File: config.mk
export PLATFORM = sky130hd
export DESIGN_NAME = ser_root
export DESIGN_NICKNAME = d
export VERILOG_FILES = /design/src/rtl/ser_pkg.sv /design/src/rtl/ser_root.sv
export SDC_FILE = /design/constraint.sdc
export NUM_CORES = 1
export LEC_CHECK = 0
export BUFFER_PORTS_ARGS = -buffer_cell sky130_fd_sc_hd__buf_4
export CAP_MARGIN = 20
export CORE_MARGIN = 10
export CORE_UTILIZATION = 40
export CTS_CLUSTER_SIZE = 10
export DETAILED_ROUTE_END_ITERATION = 8
export PLACE_DENSITY_LB_ADDON = 0.1
export SLEW_MARGIN = 10
export SYNTH_ARGS = -nofsm -noshare
export SYNTH_HDL_FRONTEND = slang
export SYNTH_SLANG_ARGS = --single-unit
export TNS_END_PERCENT = 10
File: constraint.sdc
create_clock -name clk -period 14.4 [get_ports clk]
set_input_delay 2.16 -clock clk [delete_from_list [all_inputs] [get_ports clk]]
set_output_delay 2.16 -clock clk [all_outputs]
set_load 0.01 [all_outputs]
File: src/rtl/ser_pkg.sv
// shared types and constants for the rgb sobel edge block
`timescale 1ns / 1ps

package ser_pkg;

    localparam int MAX_WIDTH  = 1024;
    localparam int MAX_HEIGHT = 4096;

    localparam logic [7:0]  EDGE_MAX  = 8'd255;
    localparam logic [21:0] SAT_LIMIT = 22'd65280;

    // configuration register indexes
    localparam logic REG_FRAME_WIDTH  = 1'b0;
    localparam logic REG_FRAME_HEIGHT = 1'b1;

    typedef logic [23:0] pix_t;         // {red, green, blue}
    typedef logic [21:0] sq_t;          // gx^2 + gy^2
    typedef logic signed [2:0] coef_t;

    localparam coef_t KERN_X [9] = '{-3'sd1, 3'sd0, 3'sd1,
                                     -3'sd2, 3'sd0, 3'sd2,
                                     -3'sd1, 3'sd0, 3'sd1};
    localparam coef_t KERN_Y [9] = '{-3'sd1, -3'sd2, -3'sd1,
                                      3'sd0,  3'sd0,  3'sd0,
                                      3'sd1,  3'sd2,  3'sd1};

endpackage

File: src/rtl/ser_root.sv
// rounded, clamped integer square root for three channels, one bit a cycle
`timescale 1ns / 1ps

module ser_root
(
    input  logic             clk,
    input  logic             rst_n,
    input  logic             start,
    input  ser_pkg::sq_t     sq [3],
    output logic             done,
    output logic [7:0]       edge_val [3]
);

    logic             busy_reg;
    logic [3:0]       step_reg;
    ser_pkg::sq_t     sq_reg   [3];
    logic [7:0]       root_reg [3];
    logic [7:0]       edge_reg [3];
    logic             done_reg;

    logic [7:0]       trial    [3];
    logic [15:0]      trial_sq [3];
    logic [16:0]      round_lim [3];
    logic [7:0]       probe;

    always_comb
    begin
        probe = 8'h80 >> step_reg[2:0];
        for (int ch = 0; ch < 3; ch++)
        begin
            trial[ch]     = root_reg[ch] | probe;
            trial_sq[ch]  = 16'(trial[ch]) * 16'(trial[ch]);
            round_lim[ch] = 17'(16'(root_reg[ch]) * 16'(root_reg[ch])) + 17'(root_reg[ch]);
        end
    end

    always_ff @(posedge clk or negedge rst_n)
    begin
        if (!rst_n)
        begin
            busy_reg <= 1'b0;
            step_reg <= '0;
            done_reg <= 1'b0;
        end
        else
        begin
            done_reg <= 1'b0;
            if (start)
            begin
                busy_reg <= 1'b1;
                step_reg <= '0;
            end
            else if (busy_reg)
            begin
                if (step_reg == 4'd8)
                begin
                    busy_reg <= 1'b0;
                    done_reg <= 1'b1;
                end
                step_reg <= step_reg + 4'd1;
            end
        end
    end

    always_ff @(posedge clk)
    begin
        for (int ch = 0; ch < 3; ch++)
        begin
            if (start)
            begin
                sq_reg[ch]   <= sq[ch];
                root_reg[ch] <= '0;
            end
            else if (busy_reg && step_reg != 4'd8)
            begin
                if (22'(trial_sq[ch]) <= sq_reg[ch])
                    root_reg[ch] <= trial[ch];
            end
            else if (busy_reg)
            begin
                // round up past the midpoint, saturate large sums
                if (sq_reg[ch] > ser_pkg::SAT_LIMIT)
                    edge_reg[ch] <= ser_pkg::EDGE_MAX;
                else if (22'(round_lim[ch]) < sq_reg[ch])
                    edge_reg[ch] <= root_reg[ch] + 8'd1;
                else
                    edge_reg[ch] <= root_reg[ch];
            end
        end
    end

    assign done     = done_reg;
    assign edge_val = edge_reg;

    a_done_after_busy: assert property (@(posedge clk) disable iff (!rst_n)
        done_reg |-> $past(busy_reg))
        else $error("root done without a running pass");
    a_step_bound: assert property (@(posedge clk) disable iff (!rst_n)
        busy_reg |-> step_reg <= 4'd8)
        else $error("root step past final round");
    a_start_busy: assert property (@(posedge clk) disable iff (!rst_n)
        start |=> busy_reg && step_reg == 4'd0)
        else $error("root did not start");

endmodule

==> metrics.txt <==
TritonRoute pass-1 iters 5; Std-Cell Rows 75; status finished clean; crit path kind reg2reg; non-filler cells, final 2435; number of flip-flops in the largest register 66; clock power share 0.261; Placed Cells 2401; synth warn 0; die footprint 51100 um^2; register bit total from synthesis 120; most numerous cell in the Yosys netlist inv_1; Fill cells 4103; Final setup violation count 0; post-synth cell types 64; CP Capture Type flip-flop; Synth top area share 0.211; GPL Wtd Cong 0.827; Final period util 0.546; Final Hold Vio Count 0; Pins Over Slew Limit 0; clock latency on the worst-skew pair 0.46 ns; cell count after synthesis 1800; gr usage total 0.165; CTS tree yes; LEAKAGE 9.77 nW; Psw 0.000672 W; Internal Power 0.00102 W; clk buf depth 2; total grt overflow 0; unrepaired setup endpoints after global routing false; ys flop type edfxtp_1; I/O pins 94; HP Class reg2reg; Critical Path Fanout Max 9; total clock sinks 120; Flop pwr share 0.273; Setup Buffers After CTS 0; core area 41900 um^2; sequential fraction of the synthesis area 0.211; hold_buf cts 0; Initial Util 0.405; Routed WL 39700 um; worst slew pin tran 0.974 ns; Setup WS pre-CTS 6.59 ns; Area growth syn-to-layout 11.1%; DR vias/cell 5.08; Async SR Flop Fraction 0.0500; cts repair resizes 0; Rel. slew slack 0.350; fmax 0.127 GHz; Post-synth top cells 337 x inv_1, 286 x ha_1, 174 x fa_1, 174 x nor2_1, 114 x edfxtp_1; Setup TNS 0 ns; WL per Instance 16.3 um; Switching Share 0.398; top post-synthesis cells by area ha_1 21%, fa_1 21%, edfxtp_1 20%; number of flops mapped to enable cells by yosys 114; die width 226 um; initial antenna violation count 0; layout cells sized above 1 0.0870; Port Buf Inserts 93; final setup margin 6.54 ns; DRC 0; Iteration-0 DRC Markers 511; clock skew 0.0136 ns; vias post-DR 12.4k; worst endpoint data arrival time 7.94 ns; Worst Path Required 14.48 ns; Comb power frac 0.466; Cell Area, Synth 17000 um^2; Power Density 89.6 nW/um^2; Final HPWL DP 33500 um; CTS Buf Count 17; Root Driver clkbuf_16; first-pass GRT wire length 66400 um; Peak supply drop 0.0000916 V; Die H 226 um; max_cap viols 0; vias in the first global route 13.3k; ant diodes 0; Core Util, Final 0.450; average cell area after synthesis 9.43 um^2; largest net degree at the start of global routing 58; post-route ant nets 0; nets 2412; Final Critical Period 7.86 ns; startpoint type of the worst setup path flip-flop; top cell type by total area after synthesis ha_1; depth of the CTS H-tree 4; post-synthesis net count 2329; setup slack, reg-to-reg 6.54 ns; Reg clk slew, reported paths 0.05 ns
==> worst max-delay path, cell delays in order, from the launching register on <==
cell and delay (ns):
dfrtp_1 0.44, inv_1 0.09, ha_1 0.26, nor2b_1 0.18, nor2_1 0.47, inv_1 0.24
nand2_1 0.17, inv_1 0.06, fa_1 0.47, fa_1 0.56, inv_1 0.06, fa_1 0.51
fa_1 0.54, inv_1 0.04, ha_1 0.33, o21a_1 0.12, o21ai_0 0.14, a21oi_1 0.07
o21a_1 0.19, o21a_1 0.18, o41ai_1 0.37, xnor2_1 0.16, ha_1 0.32, nand4_1 0.07
or4_1 0.43, nor3_1 0.24, a21oi_2 0.13, o21bai_1 0.61
==> power groups by stage <==
| stage | combinational, W | clock [W] | sequential (W) |
|---|---|---|---|
| finish | 0.000787 | 0.000442 | 0.000461 |
| CTS | 0.000805 | 0.000459 | 0.000462 |
| detailed placement | 0.000792 | 0 | 0.000469 |
| global placement | 0.000787 | 0 | 0.000469 |
| floorplan | 0.000622 | 0 | 0.000434 |
| global route | 0.000928 | 0.000469 | 0.000468 |
==> worst paths after layout <==
path,from,end,cells past startpoint
max,step_reg[0]$_DFFE_PN0P_,root_reg[2][5]$_SDFFCE_PN0P_,27
min,step_reg[3]$_DFFE_PN0P_,step_reg[3]$_DFFE_PN0P_,2
max reg2reg,step_reg[0]$_DFFE_PN0P_,root_reg[2][5]$_SDFFCE_PN0P_,27
min reg2reg,step_reg[3]$_DFFE_PN0P_,step_reg[3]$_DFFE_PN0P_,2
max in group asynchronous,rst_n,step_reg[1]$_DFFE_PN0P_,1
min in group asynchronous,rst_n,done$_DFF_PN0_,1
==> cell type report <==
| class | count | area, um^2 | area share |
|---|---|---|---|
| clock buffer | 17 | 425 | 0.0226 |
| clock inverter | 15 | 178 | 0.00942 |
| inverter | 338 | 1270 | 0.0673 |
| multi-input combinational | 1305 | 12000 | 0.636 |
| sequential | 120 | 3570 | 0.189 |
| tap | 539 | 674 | 0.0357 |
| timing repair buffer | 101 | 756 | 0.0401 |
==> metrics by stage <==
step	hold WS (ns)	instance area (um^2)	power, W
floorplan	0.504	17000	0.00106
global placement	0.534	18200	0.00126
detailed placement	0.544	18200	0.00126
CTS	0.559	18900	0.00173
global route	0.604	18900	0.00186
finish	0.554	18900	0.00169
==> layout by cell type (no fill, tap or decap), drive strengths merged, types with 5 or more instances in the layout <==
| cell | Yosys | final |
|---|---|---|
| a211o | 5 | 5 |
| a211oi | 20 | 20 |
| a21o | 27 | 27 |
| a21oi | 84 | 84 |
| and2 | 46 | 46 |
| and3 | 5 | 5 |
| buf | 2 | 100 |
| clkbuf | 35 | 18 |
| clkinv | 1 | 7 |
| dfrtp | 6 | 6 |
| edfxtp | 114 | 114 |
| fa | 174 | 174 |
| ha | 286 | 286 |
| inv | 337 | 339 |
| nand2 | 90 | 90 |
| nand2b | 9 | 9 |
| nand3 | 14 | 14 |
| nand4 | 23 | 23 |
| nor2 | 176 | 176 |
| nor2b | 16 | 16 |
| nor3 | 46 | 46 |
| nor4 | 12 | 12 |
| o211ai | 9 | 9 |
| o21a | 29 | 29 |
| o21ai | 59 | 59 |
| o21bai | 6 | 6 |
| or2 | 13 | 13 |
| or3 | 7 | 7 |
| xnor2 | 62 | 62 |
| xor2 | 33 | 33 |
==> kinds of logic after synthesis <==
kind of cell / after synthesis / share of synthesized area
and+or+nand+nor: 470 / 0.135
adders and majority gates: 460 / 0.416
buffers and inverters: 375 / 0.0834
AOI/OAI and AO/OA: 273 / 0.102
DFF: 120 / 0.211
xor gates and xnor gates: 95 / 0.0490
muxes: 7 / 0.00435
==> layer usage <==
metal  global-route usage  part of all wire  up-vias
met4               0.0488             0.020        0
met3               0.0383             0.048       37
met5                    0                 0        -
li1                     -                 -     6171
met1                0.199              0.44     5943
met2                0.287              0.50      215
Power figures use the tool's default switching activity.
